$ cat src/rtl/core/sovl_pkg.sv
// shared types and constants of the stereo sound output stage
// used by every module of the block; no dependencies

package sovl_pkg;

  // request type codes
  localparam logic ReqControl = 1'b0;
  localparam logic ReqFrame   = 1'b1;

  // output mode codes (value 3 acts as normal)
  localparam logic [1:0] ModeNormal = 2'd0;
  localparam logic [1:0] ModeRepeat = 2'd1;
  localparam logic [1:0] ModeZero   = 2'd2;

  // control byte bit positions
  localparam int unsigned BitMute    = 4;
  localparam int unsigned BitLowpass = 3;
  localparam int unsigned BitClock   = 2;
  localparam int unsigned BitData    = 1;
  localparam int unsigned BitStrobe  = 0;

  // serial volume interface
  localparam logic [3:0] SelStart  = 4'd3;
  localparam logic [3:0] VolStart  = 4'd5;
  localparam logic [3:0] FrameBits = 4'd11;
  localparam logic [3:0] CountCap  = 4'd12;
  localparam logic [5:0] MaxAtten  = 6'd43;

  // request queue
  localparam int unsigned FifoDepth = 2;
  localparam int unsigned FifoPtrW  = 1;
  localparam int unsigned FifoCntW  = 2;

  // 1 - ln(v)/ln(43) in q24, rounded to nearest, v = 0 is unity
  localparam logic [24:0] GainQ24 [44] = '{
    25'd16777216, 25'd16777216, 25'd13685362, 25'd11876744, 25'd10593509, 25'd9598154,
    25'd8784890,  25'd8097286,  25'd7501655,  25'd6976272,  25'd6506301,  25'd6081160,
    25'd5693037,  25'd5335998,  25'd5005432,  25'd4697682,  25'd4409802,  25'd4139379,
    25'd3884419,  25'd3643246,  25'd3414447,  25'd3196814,  25'd2989306,  25'd2791025,
    25'd2601183,  25'd2419093,  25'd2244145,  25'd2075800,  25'd1913579,  25'd1757050,
    25'd1605829,  25'd1459567,  25'd1317948,  25'd1180688,  25'd1047526,  25'd918224,
    25'd792565,   25'd670349,   25'd551393,   25'd435526,   25'd322594,   25'd212450,
    25'd104960,   25'd0
  };

  // one queued frame request with the settings in force when it was taken
  typedef struct packed {
    logic signed [15:0] left;
    logic signed [15:0] right;
    logic               buf_end;
    logic               dbl;
    logic               zero_fill;
    logic               mute;
    logic               lowpass;
    logic [5:0]         att_l;
    logic [5:0]         att_r;
  } frame_req_t;

  typedef struct packed {
    logic full;
    logic empty;
  } fifo_status_t;

endpackage

$ cat src/rtl/core/stereo_sound_out_volume_lowpass_unit.sv
// order: a frame's result leaves through the queue and the back's registers,
// a double mode's repeat or zero frame after it; control writes give no result
// throughput: the back issues one frame per cycle unless the queue is empty or
// the output stalls, two per request in double modes; a 2-entry queue decouples
// reset (rst_ni, async, active low): flags, volumes, interface, filter history,
// mode and all valid bits clear; the queue and pipeline come up empty

module stereo_sound_out_volume_lowpass_unit #(
  parameter int unsigned GAIN_FRAC_BITS = 15
) (
  input  logic               clk_i,
  input  logic               rst_ni,
  // configuration: output mode
  input  logic               cfg_we_i,
  input  logic [1:0]         cfg_wdata_i,
  // request channel
  input  logic               in_valid_i,
  output logic               in_stall_o,
  input  logic               req_type_i,
  input  logic [7:0]         control_byte_i,
  input  logic signed [15:0] left_sample_i,
  input  logic signed [15:0] right_sample_i,
  input  logic               buffer_end_i,
  // result channel
  output logic               out_valid_o,
  input  logic               out_stall_i,
  output logic signed [15:0] left_out_o,
  output logic signed [15:0] right_out_o,
  output logic               last_o,
  output logic               buffer_end_out_o
);

  // front to queue
  logic                   push;
  sovl_pkg::frame_req_t   push_data;
  // queue to back
  logic                   pop;
  sovl_pkg::frame_req_t   head;
  sovl_pkg::fifo_status_t fifo_status;

  // front: control byte decode, serial volume shift register, frame tagging
  // each queued frame carries the mute, lowpass and volume settings that were
  // in force when it arrived, so later control writes never reach back
  sovl_front u_front (
    .clk_i          (clk_i),
    .rst_ni         (rst_ni),
    .cfg_we_i       (cfg_we_i),
    .cfg_wdata_i    (cfg_wdata_i),
    .in_valid_i     (in_valid_i),
    .in_stall_o     (in_stall_o),
    .req_type_i     (req_type_i),
    .control_byte_i (control_byte_i),
    .left_sample_i  (left_sample_i),
    .right_sample_i (right_sample_i),
    .buffer_end_i   (buffer_end_i),
    .fifo_status_i  (fifo_status),
    .push_o         (push),
    .push_data_o    (push_data)
  );

  // request queue, the front keeps taking requests while results wait, until it is full
  sovl_fifo u_fifo (
    .clk_i       (clk_i),
    .rst_ni      (rst_ni),
    .push_i      (push),
    .push_data_i (push_data),
    .pop_i       (pop),
    .head_o      (head),
    .status_o    (fifo_status)
  );

  // back: frame expansion, 1-2-1 lowpass, gain multiply, truncation to zero
  // a muted frame or a frame with both volumes zero and no lowpass leaves the
  // filter history alone; unity gain at zero volume keeps samples exact
  sovl_back #(
    .GAIN_FRAC_BITS (GAIN_FRAC_BITS)
  ) u_back (
    .clk_i            (clk_i),
    .rst_ni           (rst_ni),
    .head_i           (head),
    .fifo_status_i    (fifo_status),
    .pop_o            (pop),
    .out_valid_o      (out_valid_o),
    .out_stall_i      (out_stall_i),
    .left_out_o       (left_out_o),
    .right_out_o      (right_out_o),
    .last_o           (last_o),
    .buffer_end_out_o (buffer_end_out_o)
  );

  // buffer end is only ever flagged on the final result of a request
  assert property (@(posedge clk_i) disable iff (!rst_ni)
    out_valid_o && buffer_end_out_o |-> last_o)
    else $error("buffer end flagged on a non-final result");

  // the back never takes a request from an empty queue
  assert property (@(posedge clk_i) disable iff (!rst_ni)
    pop |-> !fifo_status.empty)
    else $error("queue read while empty");

  // a full queue stalls the front, so no request is written into it
  assert property (@(posedge clk_i) disable iff (!rst_ni)
    fifo_status.full && !pop |=> fifo_status.full)
    else $error("queue lost an entry while full");

endmodule

$ cat src/rtl/core/sovl_front.sv
// front part: takes requests, runs the control byte and serial volume logic
// and turns sample frames into queued frame requests; uses sovl_pkg

module sovl_front (
  input  logic                  clk_i,
  input  logic                  rst_ni,
  input  logic                  cfg_we_i,
  input  logic [1:0]            cfg_wdata_i,
  input  logic                  in_valid_i,
  output logic                  in_stall_o,
  input  logic                  req_type_i,
  input  logic [7:0]            control_byte_i,
  input  logic signed [15:0]    left_sample_i,
  input  logic signed [15:0]    right_sample_i,
  input  logic                  buffer_end_i,
  input  sovl_pkg::fifo_status_t fifo_status_i,
  output logic                  push_o,
  output sovl_pkg::frame_req_t  push_data_o
);

  logic       mode_q;
  logic [1:0] mode_val_q;
  logic       mute_q, mute_d;
  logic       lp_q, lp_d;
  logic [5:0] att_l_q, att_l_d;
  logic [5:0] att_r_q, att_r_d;
  logic       prev_clk_q, prev_clk_d;
  logic [3:0] cnt_q, cnt_d;
  logic [1:0] sel_q, sel_d;
  logic [5:0] vol_q, vol_d;
  logic       accept;
  logic       ctrl_accept;
  logic       bit_clk;
  logic       bit_dat;
  logic [5:0] vol_clamped;

  assign in_stall_o  = fifo_status_i.full;
  assign accept      = in_valid_i & ~in_stall_o;
  assign ctrl_accept = accept & (req_type_i == sovl_pkg::ReqControl);
  assign push_o      = accept & (req_type_i == sovl_pkg::ReqFrame);

  assign bit_clk     = control_byte_i[sovl_pkg::BitClock];
  assign bit_dat     = control_byte_i[sovl_pkg::BitData];
  assign vol_clamped = (vol_q > sovl_pkg::MaxAtten) ? sovl_pkg::MaxAtten : vol_q;

  always_comb begin
    mute_d     = mute_q;
    lp_d       = lp_q;
    att_l_d    = att_l_q;
    att_r_d    = att_r_q;
    prev_clk_d = prev_clk_q;
    cnt_d      = cnt_q;
    sel_d      = sel_q;
    vol_d      = vol_q;
    if (ctrl_accept) begin
      mute_d     = control_byte_i[sovl_pkg::BitMute];
      lp_d       = control_byte_i[sovl_pkg::BitLowpass];
      prev_clk_d = bit_clk;
      if (control_byte_i[sovl_pkg::BitStrobe]) begin
        // commit only after a complete frame of bits
        if (cnt_q == sovl_pkg::FrameBits) begin
          if (sel_q[0]) begin
            att_l_d = vol_clamped;
          end
          if (sel_q[1]) begin
            att_r_d = vol_clamped;
          end
        end
      end else if (bit_clk && !prev_clk_q) begin
        if (cnt_q < sovl_pkg::SelStart) begin
          sel_d = sel_q;
        end else if (cnt_q < sovl_pkg::VolStart) begin
          sel_d = {sel_q[0], bit_dat};
        end else if (cnt_q < sovl_pkg::FrameBits) begin
          vol_d = {vol_q[4:0], bit_dat};
        end
        if (cnt_q < sovl_pkg::CountCap) begin
          cnt_d = cnt_q + 4'd1;
        end
      end else if (bit_clk == prev_clk_q) begin
        // repeated clock level resets the interface
        cnt_d = '0;
        sel_d = '0;
        vol_d = '0;
      end
    end
  end

  always_ff @(posedge clk_i or negedge rst_ni) begin
    if (!rst_ni) begin
      mode_q     <= 1'b0;
      mode_val_q <= sovl_pkg::ModeNormal;
      mute_q     <= 1'b0;
      lp_q       <= 1'b0;
      att_l_q    <= '0;
      att_r_q    <= '0;
      prev_clk_q <= 1'b0;
      cnt_q      <= '0;
      sel_q      <= '0;
      vol_q      <= '0;
    end else begin
      if (cfg_we_i) begin
        mode_val_q <= cfg_wdata_i;
        mode_q     <= (cfg_wdata_i == sovl_pkg::ModeRepeat) ||
                      (cfg_wdata_i == sovl_pkg::ModeZero);
      end
      mute_q     <= mute_d;
      lp_q       <= lp_d;
      att_l_q    <= att_l_d;
      att_r_q    <= att_r_d;
      prev_clk_q <= prev_clk_d;
      cnt_q      <= cnt_d;
      sel_q      <= sel_d;
      vol_q      <= vol_d;
    end
  end

  always_comb begin
    push_data_o.left      = left_sample_i;
    push_data_o.right     = right_sample_i;
    push_data_o.buf_end   = buffer_end_i;
    push_data_o.dbl       = mode_q;
    push_data_o.zero_fill = (mode_val_q == sovl_pkg::ModeZero);
    push_data_o.mute      = mute_q;
    push_data_o.lowpass   = lp_q;
    push_data_o.att_l     = att_l_q;
    push_data_o.att_r     = att_r_q;
  end

endmodule

$ cat src/rtl/core/sovl_fifo.sv
// short request queue between the front and back parts
// uses sovl_pkg for the entry type and depth

module sovl_fifo (
  input  logic                   clk_i,
  input  logic                   rst_ni,
  input  logic                   push_i,
  input  sovl_pkg::frame_req_t   push_data_i,
  input  logic                   pop_i,
  output sovl_pkg::frame_req_t   head_o,
  output sovl_pkg::fifo_status_t status_o
);

  sovl_pkg::frame_req_t mem_q [sovl_pkg::FifoDepth];
  logic [sovl_pkg::FifoPtrW-1:0] wr_ptr_q, rd_ptr_q;
  logic [sovl_pkg::FifoCntW-1:0] cnt_q;

  function automatic logic [sovl_pkg::FifoPtrW-1:0] ptr_inc(
    input logic [sovl_pkg::FifoPtrW-1:0] p
  );
    if (p == sovl_pkg::FifoPtrW'(sovl_pkg::FifoDepth - 1)) begin
      return '0;
    end
    return p + sovl_pkg::FifoPtrW'(1);
  endfunction

  assign status_o.full  = (cnt_q == sovl_pkg::FifoCntW'(sovl_pkg::FifoDepth));
  assign status_o.empty = (cnt_q == '0);
  assign head_o         = mem_q[rd_ptr_q];

  always_ff @(posedge clk_i) begin
    if (push_i) begin
      mem_q[wr_ptr_q] <= push_data_i;
    end
  end

  always_ff @(posedge clk_i or negedge rst_ni) begin
    if (!rst_ni) begin
      wr_ptr_q <= '0;
      rd_ptr_q <= '0;
      cnt_q    <= '0;
    end else begin
      if (push_i) begin
        wr_ptr_q <= ptr_inc(wr_ptr_q);
      end
      if (pop_i) begin
        rd_ptr_q <= ptr_inc(rd_ptr_q);
      end
      if (push_i && !pop_i) begin
        cnt_q <= cnt_q + sovl_pkg::FifoCntW'(1);
      end else if (!push_i && pop_i) begin
        cnt_q <= cnt_q - sovl_pkg::FifoCntW'(1);
      end
    end
  end

endmodule

$ cat src/rtl/core/sovl_back.sv
// back part: expands queued requests into frames, runs lowpass and gain
// three register stages to the output; uses sovl_pkg

module sovl_back #(
  parameter int unsigned GAIN_FRAC_BITS = 15
) (
  input  logic                   clk_i,
  input  logic                   rst_ni,
  input  sovl_pkg::frame_req_t   head_i,
  input  sovl_pkg::fifo_status_t fifo_status_i,
  output logic                   pop_o,
  output logic                   out_valid_o,
  input  logic                   out_stall_i,
  output logic signed [15:0]     left_out_o,
  output logic signed [15:0]     right_out_o,
  output logic                   last_o,
  output logic                   buffer_end_out_o
);

  localparam int unsigned GW = GAIN_FRAC_BITS + 1;
  localparam int unsigned PW = 16 + GW + 1;
  localparam int unsigned GainShift = 24 - GAIN_FRAC_BITS;
  localparam logic [24:0] RoundBias = 25'(1) << (23 - GAIN_FRAC_BITS);
  localparam logic [PW-1:0] TruncBias = PW'((1 << GAIN_FRAC_BITS) - 1);

  function automatic logic [GW-1:0] gain_of(input logic [5:0] att);
    logic [5:0]  idx;
    logic [24:0] sum;
    idx = (att > sovl_pkg::MaxAtten) ? sovl_pkg::MaxAtten : att;
    sum = sovl_pkg::GainQ24[idx] + RoundBias;
    return GW'(sum >> GainShift);
  endfunction

  function automatic logic signed [15:0] lp_filter(
    input logic signed [15:0] x,
    input logic signed [15:0] h0,
    input logic signed [15:0] h1
  );
    logic signed [17:0] s;
    s = 18'(h0) + (18'(h1) <<< 1) + 18'(x);
    return 16'(s >>> 2);
  endfunction

  function automatic logic signed [15:0] trunc_zero(input logic signed [PW-1:0] p);
    logic signed [PW-1:0] t;
    t = p + (p[PW-1] ? $signed(TruncBias) : $signed(PW'(0)));
    return 16'(t >>> GAIN_FRAC_BITS);
  endfunction

  logic               en;
  logic               issue;
  logic               sub_q;
  logic               frame_last;
  logic               hist_upd;
  logic signed [15:0] x_l, x_r, y_l, y_r;
  logic signed [15:0] hist_l_q [2];
  logic signed [15:0] hist_r_q [2];

  // stage 1: filtered samples and gains
  logic               s1_valid_q;
  logic signed [15:0] s1_x_l_q, s1_x_r_q;
  logic [GW-1:0]      s1_g_l_q, s1_g_r_q;
  logic               s1_last_q, s1_bend_q;

  // stage 2: products
  logic                 s2_valid_q;
  logic signed [PW-1:0] s2_p_l_q, s2_p_r_q;
  logic                 s2_last_q, s2_bend_q;
  logic signed [PW-1:0] prod_l, prod_r;

  logic out_valid_q;

  // the whole pipe moves unless the output holds a stalled result
  assign en         = ~out_valid_q | ~out_stall_i;
  assign issue      = en & ~fifo_status_i.empty;
  assign frame_last = ~head_i.dbl | sub_q;
  assign pop_o      = issue & frame_last;
  assign hist_upd   = issue & head_i.lowpass & ~head_i.mute;

  always_comb begin
    x_l = head_i.left;
    x_r = head_i.right;
    if (sub_q && head_i.zero_fill) begin
      x_l = '0;
      x_r = '0;
    end
    y_l = x_l;
    y_r = x_r;
    if (head_i.mute) begin
      y_l = '0;
      y_r = '0;
    end else if (head_i.lowpass) begin
      y_l = lp_filter(x_l, hist_l_q[0], hist_l_q[1]);
      y_r = lp_filter(x_r, hist_r_q[0], hist_r_q[1]);
    end
  end

  assign prod_l = s1_x_l_q * $signed({1'b0, s1_g_l_q});
  assign prod_r = s1_x_r_q * $signed({1'b0, s1_g_r_q});

  always_ff @(posedge clk_i or negedge rst_ni) begin
    if (!rst_ni) begin
      sub_q       <= 1'b0;
      hist_l_q[0] <= '0;
      hist_l_q[1] <= '0;
      hist_r_q[0] <= '0;
      hist_r_q[1] <= '0;
      s1_valid_q  <= 1'b0;
      s2_valid_q  <= 1'b0;
      out_valid_q <= 1'b0;
    end else begin
      if (issue) begin
        sub_q <= ~frame_last;
      end
      if (hist_upd) begin
        hist_l_q[0] <= hist_l_q[1];
        hist_l_q[1] <= x_l;
        hist_r_q[0] <= hist_r_q[1];
        hist_r_q[1] <= x_r;
      end
      if (en) begin
        s1_valid_q  <= issue;
        s2_valid_q  <= s1_valid_q;
        out_valid_q <= s2_valid_q;
      end
    end
  end

  always_ff @(posedge clk_i) begin
    if (en) begin
      s1_x_l_q         <= y_l;
      s1_x_r_q         <= y_r;
      s1_g_l_q         <= gain_of(head_i.att_l);
      s1_g_r_q         <= gain_of(head_i.att_r);
      s1_last_q        <= frame_last;
      s1_bend_q        <= frame_last & head_i.buf_end;
      s2_p_l_q         <= prod_l;
      s2_p_r_q         <= prod_r;
      s2_last_q        <= s1_last_q;
      s2_bend_q        <= s1_bend_q;
      left_out_o       <= trunc_zero(s2_p_l_q);
      right_out_o      <= trunc_zero(s2_p_r_q);
      last_o           <= s2_last_q;
      buffer_end_out_o <= s2_bend_q;
    end
  end

  assign out_valid_o = out_valid_q;

endmodule

$ cat config.mk
export PLATFORM = sky130hd
export DESIGN_NAME = stereo_sound_out_volume_lowpass_unit
export DESIGN_NICKNAME = d
export VERILOG_FILES = /design/src/rtl/core/sovl_pkg.sv /design/src/rtl/core/stereo_sound_out_volume_lowpass_unit.sv /design/src/rtl/core/sovl_front.sv /design/src/rtl/core/sovl_fifo.sv /design/src/rtl/core/sovl_back.sv
export SDC_FILE = /design/constraint.sdc
export NUM_CORES = 2
export LEC_CHECK = 0
export BUFFER_PORTS_ARGS = -buffer_cell sky130_fd_sc_hd__clkbuf_2
export CAP_MARGIN = 10
export CORE_MARGIN = 2
export CORE_UTILIZATION = 55
export DETAILED_ROUTE_END_ITERATION = 10
export PLACE_DENSITY_LB_ADDON = 0.12
export SLEW_MARGIN = 20
export SYNTH_ARGS = -nofsm -noshare
export SYNTH_HDL_FRONTEND = slang
export SYNTH_SLANG_ARGS = --single-unit
export TNS_END_PERCENT = 50
$ cat constraint.sdc
create_clock -name clk_i -period 6.4 [get_ports clk_i]
set_input_delay 0.64 -clock clk_i [delete_from_list [all_inputs] [get_ports clk_i]]
set_output_delay 0.64 -clock clk_i [all_outputs]
set_load 0.01 [all_outputs]
Word-level counts from Yosys, hierarchy flattened --
Memories as Yosys holds them, arrays and structs flattened. Index checks and enable logic that the tools add are counted.
Operators by class: $add $sub $neg 13, multiply operators 2, divide/modulo/power cells 0, order comparisons 9, eq/ne operators 11, shifts and indexed selects 0, muxes and demuxes 37, bitwise operators 21, reductions and logical operators 16
Operator list (count):
- 25-bit two-way mux | 4
- 16-bit by 17-bit multiplier with 33-bit output | 2
- 16-bit two-way mux | 4
- 31-bit adder | 2
- 25-bit by 9-bit adder with 25-bit output, second input constant | 2
- 6-bit two-way mux | 8
- 16-bit by 17-bit adder with 18-bit output | 2
- 18-bit by 16-bit adder with 18-bit output | 2
- 15-bit two-way mux | 2
- 6-bit > comparator, second input constant | 3
- 7-bit >= comparator, second input constant | 2
- 6-bit NOT with 7-bit output | 2
- 2-bit two-way mux | 6
- 4-bit two-way mux | 3
- 4-bit AND reduction | 3
- 1-bit two-way mux | 10
- 2-bit inequality test, second input constant | 5
- 1-bit NOT | 9
- 1-bit AND | 8
- 4-bit < comparator, second input constant | 2
- 2-bit equality test, second input constant | 3
- 6-bit AND reduction | 1
- 5-bit AND reduction | 1
- 4-bit by 1-bit adder with 4-bit output, second input constant | 1
- 14 further kinds | 22
Storage, ports and cells: register bits after elaboration 270, latch bits 0, bits in writable memories 98, memory bits (read-only) 3200, output and inout port bits 36, word-level logic and storage cells 147, memories kept 3
Memory list:
- (name not given) | words 64, bits a word 25, read ports 1, clocked after memory_dff 0, write ports 0, RTL line sovl_back.sv:30 | sum = sovl_pkg::GainQ24[idx] + RoundBias;
- (name not given) | words 64, bits a word 25, read ports 1, clocked after memory_dff 0, write ports 0, RTL line sovl_back.sv:30
- u_fifo.mem_q | words 2, bits a word 49, read ports 1, clocked after memory_dff 0, write ports 1, RTL line sovl_fifo.sv:14 | sovl_pkg::frame_req_t mem_q [sovl_pkg::FifoDepth];

Logic depth before layout (Yosys ltp) --
depth in word-level cells 8, gate-level depth with buffers 24, mapped depth without buffers 22

Cells and area by module --
A second synthesis with hierarchy kept.
Second synthesis, totals: cell total of the unflattened synthesis 3639, area total of the unflattened synthesis 36988.0 um^2
Modules (own cells, without submodules):
- sovl_back | times used 1, cells each 3306, area each 31312.5 um^2, seq. area each 6686.4 um^2
- sovl_fifo | times used 1, cells each 169, area each 3976.3 um^2, seq. area each 3042.9 um^2
- sovl_front | times used 1, cells each 164, area each 1699.1 um^2, seq. area each 750.7 um^2

Worst setup path before layout --
OpenSTA, ideal clock, no wires.
path kind input to register, start point input port out_stall_i, end point register u_back.hist_l_q[0] (netlist name), data arrival time 6.341 ns, setup slack -0.066 ns, stages on the path 6, cells stage by stage nand2_1 o21ai_0 nor2_1 clkbuf_1 buf_2 mux2_2
Between the ends: cells in the longest elaborated chain, start to end 5
Ends and longest elaborated chain:
- from (decl) | RTL line stereo_sound_out_volume_lowpass_unit.sv:26 | input logic out_stall_i,
- 1-bit NOT | RTL line sovl_back.sv:74 | assign en = ~out_valid_q | ~out_stall_i;
- 1-bit bitwise OR | RTL line sovl_back.sv:74
- 1-bit AND | RTL line sovl_back.sv:75 | assign issue = en & ~fifo_status_i.empty;
- 1-bit AND (2 in series) | RTL line sovl_back.sv:78 | assign hist_upd = issue & head_i.lowpass & ~head_i.mute;
- to (decl) | RTL line sovl_back.sv:56 | logic signed [15:0] hist_l_q [2];
Every way passes these cells. A chain may end at the register's enable or synchronous reset.

Worst setup path after layout --
start point register u_back.s1_g_l_q[11], end point register u_back.s2_p_l_q[32] (data pin)
Between the ends: cells in the longest elaborated chain, start to end 1
Ends and longest elaborated chain:
- from (decl) | RTL line sovl_back.sv:62 | logic [GW-1:0] s1_g_l_q, s1_g_r_q;
- from (signal assigned) | RTL line sovl_back.sv:133 | s1_g_l_q <= gain_of(head_i.att_l);
- 16-bit by 17-bit multiplier with 33-bit output | RTL line sovl_back.sv:98 | assign prod_l = s1_x_l_q * $signed({1'b0, s1_g_l_q});
- net u_back.prod_l[32] | RTL line sovl_back.sv:69 | logic signed [PW-1:0] prod_l, prod_r;
- to (signal assigned) | RTL line sovl_back.sv:137 | s2_p_l_q <= prod_l;
- to (decl) | RTL line sovl_back.sv:67 | logic signed [PW-1:0] s2_p_l_q, s2_p_r_q;
The timed path passes the listed nets, and every way through them passes these cells.

==> impl_metrics.ini <==
[die]
die_w_microns = 262
die_h_microns = 262
std_cell_rows = 94
coreArea_sq_um = 65900
initial_core_util = 0.556
dieArea_sq_um = 68700
ios = 85

[worst_setup_path]
critPathArrivalTime_ps = 6560
setup.worst_path.start_class = register
slowest_stage = edfxtp_1
critPathBufInv = 3
critPathMaxFanout = 10
r2r_cells = 20
cp-end-kind = register
startpoint = u_back.s1_g_l_q[11]
rr_startpoint = u_back.s1_g_l_q[11]
crit_path_frequent_cell = fa_1
crit_family = adder cells
required_ps = 6750
cp_num_cells = 20
slowest_delay_ps = 590
path_cells = nand2_1, fa_1, fa_1, inv_1, fa_1, fa_1, fa_1, inv_2, fa_1, inv_2, ha_4, nand2_4, nor4_4, nand3_2, a21oi_2, o2111ai_2, a31oi_4, nand3_1, a21oi_2, xnor2_1
crit_type = register to register
timing.rr.end = u_back.s2_p_l_q[32]
r2r_slack_ps = 190

[place]
hpwlAfterDp_mm = 65.5
gp_congestion = 0.890
numPortBuffers = 81
pre_cts_slack_ps = -148
post_dp_cell_area_sq_um = 38500

[cells_and_area]
final_cell_mix = inv_1, nand2_1, fa_1
area_growth_pct = 10.5
fin_util = 0.615
layout_commonest_cell = inv_1
nFillCells = 5442
multi_input_area_sq_um = 23800
drive_above_1_share = 0.124
fin_area_sq_um = 40500
seqCellArea_sq_um = 10500
nNetsFinal = 4532
diodes = 0

[logic_synthesis]
synth_xor_area_frac = 0.0334
avgSynthCellArea_sq_um = 10.2
ys_ff_latch = 366
ys.flop_type = edfxtp_1
syn_area_sq_um = 36600
synthArstFlopShare = 0.279
synth_compound_area_frac = 0.0847
yosysUniqueCellTypes = 86
yosysTopAreaCellShare = 0.231
synth_area_leaders = fa_1, edfxtp_1, ha_1, dfrtp_1, inv_1
synth_top_cell_by_area = fa_1
synth-edff-count = 264
synth_top_family_by_area = adder cells
postSynthNetCount = 4387
synth_mux_area_frac = 0.0440
yosysSeqAreaShare = 0.286
ys_warn_count = 0
netlist_instances = 3595
synth_fa_ha_area_frac = 0.340
yosys.area_share.simple = 0.141

[route]
first_iter_violations = 1707
ant_nets = 0
dr.pass1.iters = 5
drc = 0
viasPerCell = 5.55
routed-via-count = 25700
wl_per_cell_microns = 18.0
drt_wl_total_mm = 83.3

[clock_network]
clk_latency_ps = 600
hold_buffers = 0
root_buffer = clkbuf_16
clock_path_buffers = 3
cts_buffers = 40
clk_pin_slew_ps = 70
ctsHtreeMaxLevel = 2
cts_tree = yes
cts.sinks = 366

[global_routing]
grt_max_degree = 111
grt_pass1_vias = 26800
gr-usage-all-layers = 0.250
grt_pass1_wl_mm = 138
antenna_found_initial = 0
overflow = 0

[sta]
maxSlewHeadroom = 0.287
hold_violations = 0
skew_ps = 22.7
hold_ws_ps = 17.0
tightest_slew_ps = 1060
slew_viol_final = 0
rsz0062_at_grt = yes
period_needed_ps = 6210
finalWorstSetupSlack_ps = 185
fin_crit_sh = 0.971
finalSetupViolCount = 0
fmax_ghz = 0.161

[hold_path]
hold_class = input pin to async pin

[outcome]
status = finished clean

[job]
cap_violations = 0
==> stage by stage <==
step	TNS, ps	instances
final	0	4636
after global routing	-205	4636
after CTS	0	4606
after detailed placement	-355	4529
after global placement	-88.9	4529
after floorplan	0	3595
==> worst max-delay path by stage <==
stage / endpoint / slack [ps]
after floorplan: u_back.s2_p_l_q[30] / 370
after global placement: u_back.s2_p_l_q[30] / -90
after detailed placement: u_back.s2_p_l_q[32] / -150
after CTS: u_back.s2_p_l_q[30] / 20
after global routing: u_back.s2_p_l_q[32] / -120
final: u_back.s2_p_l_q[32] / 190
==> timing repair <==
| item | 4_1_cts | 5_1_grt |
|---|---|---|
| setup endpoints to repair | 5 | 13 |
| resized for setup | 6 | 47 |
| pin swaps | 0 | 29 |
| buffers inserted | 3 | 30 |
==> state kept, by name, summed over array words and instances, names as in the netlist, 6 cells and up <==
signal,cells
u_back.hist_l_q,32
u_back.hist_r_q,32
u_back.left_out_o,16
u_back.right_out_o,16
u_back.s1_g_l_q,16
u_back.s1_g_r_q,16
u_back.s1_x_l_q,16
u_back.s1_x_r_q,16
u_back.s2_p_l_q,32
u_back.s2_p_r_q,32
u_fifo.mem_q,98
u_front.att_l_q,6
u_front.att_r_q,6
u_front.vol_q,6
==> area by class of cell <==
cell class | count | area share
Clock buffer | 55 | 0.0282
Timing Repair Buffer | 237 | 0.0417
Sequential cell | 366 | 0.259
Clock inverter | 19 | 0.00612
Tap cell | 864 | 0.0267
Multi-Input combinational cell | 2562 | 0.589
Inverter | 533 | 0.0494
==> cell usage after synthesis, types with 11 or more instances <==
| master | n |
|---|---|
| edfxtp_1 | 264 |
| dfrtp_1 | 102 |
| o211ai_1 | 20 |
| nor3_1 | 35 |
| and2_1 | 239 |
| clkbuf_1 | 101 |
| mux2_2 | 86 |
| a21o_1 | 35 |
| a211oi_1 | 28 |
| nor2b_1 | 19 |
| ha_1 | 321 |
| xnor2_1 | 94 |
| nand3_1 | 52 |
| o21ai_0 | 94 |
| o21a_1 | 16 |
| nor2_1 | 170 |
| nand2_1 | 425 |
| nand2b_1 | 38 |
| or3_1 | 12 |
| and3_1 | 15 |
| buf_2 | 19 |
| xor2_1 | 44 |
| a21oi_1 | 136 |
| inv_1 | 531 |
| mux2i_1 | 53 |
| fa_1 | 422 |
| o22ai_1 | 11 |
| a31oi_1 | 15 |
==> cells by family after synthesis <==
family | after synthesis
buf+inv | 667
flops | 366
compound gates | 470
xor+xnor | 139
mux | 147
fa+ha+maj | 743
simple gates | 1063
==> metal layers <==
layer | GRT usage | wire length, microns
met1 | 0.362 | 39000
met2 | 0.407 | 38800
met3 | 0.0285 | 4010
met4 | 0.0548 | 1470
met5 | 0 | 0
Power is left out: the tool's default activity adds up to more than one toggle a clock period on the data nets, which glitch-free logic cannot reach.
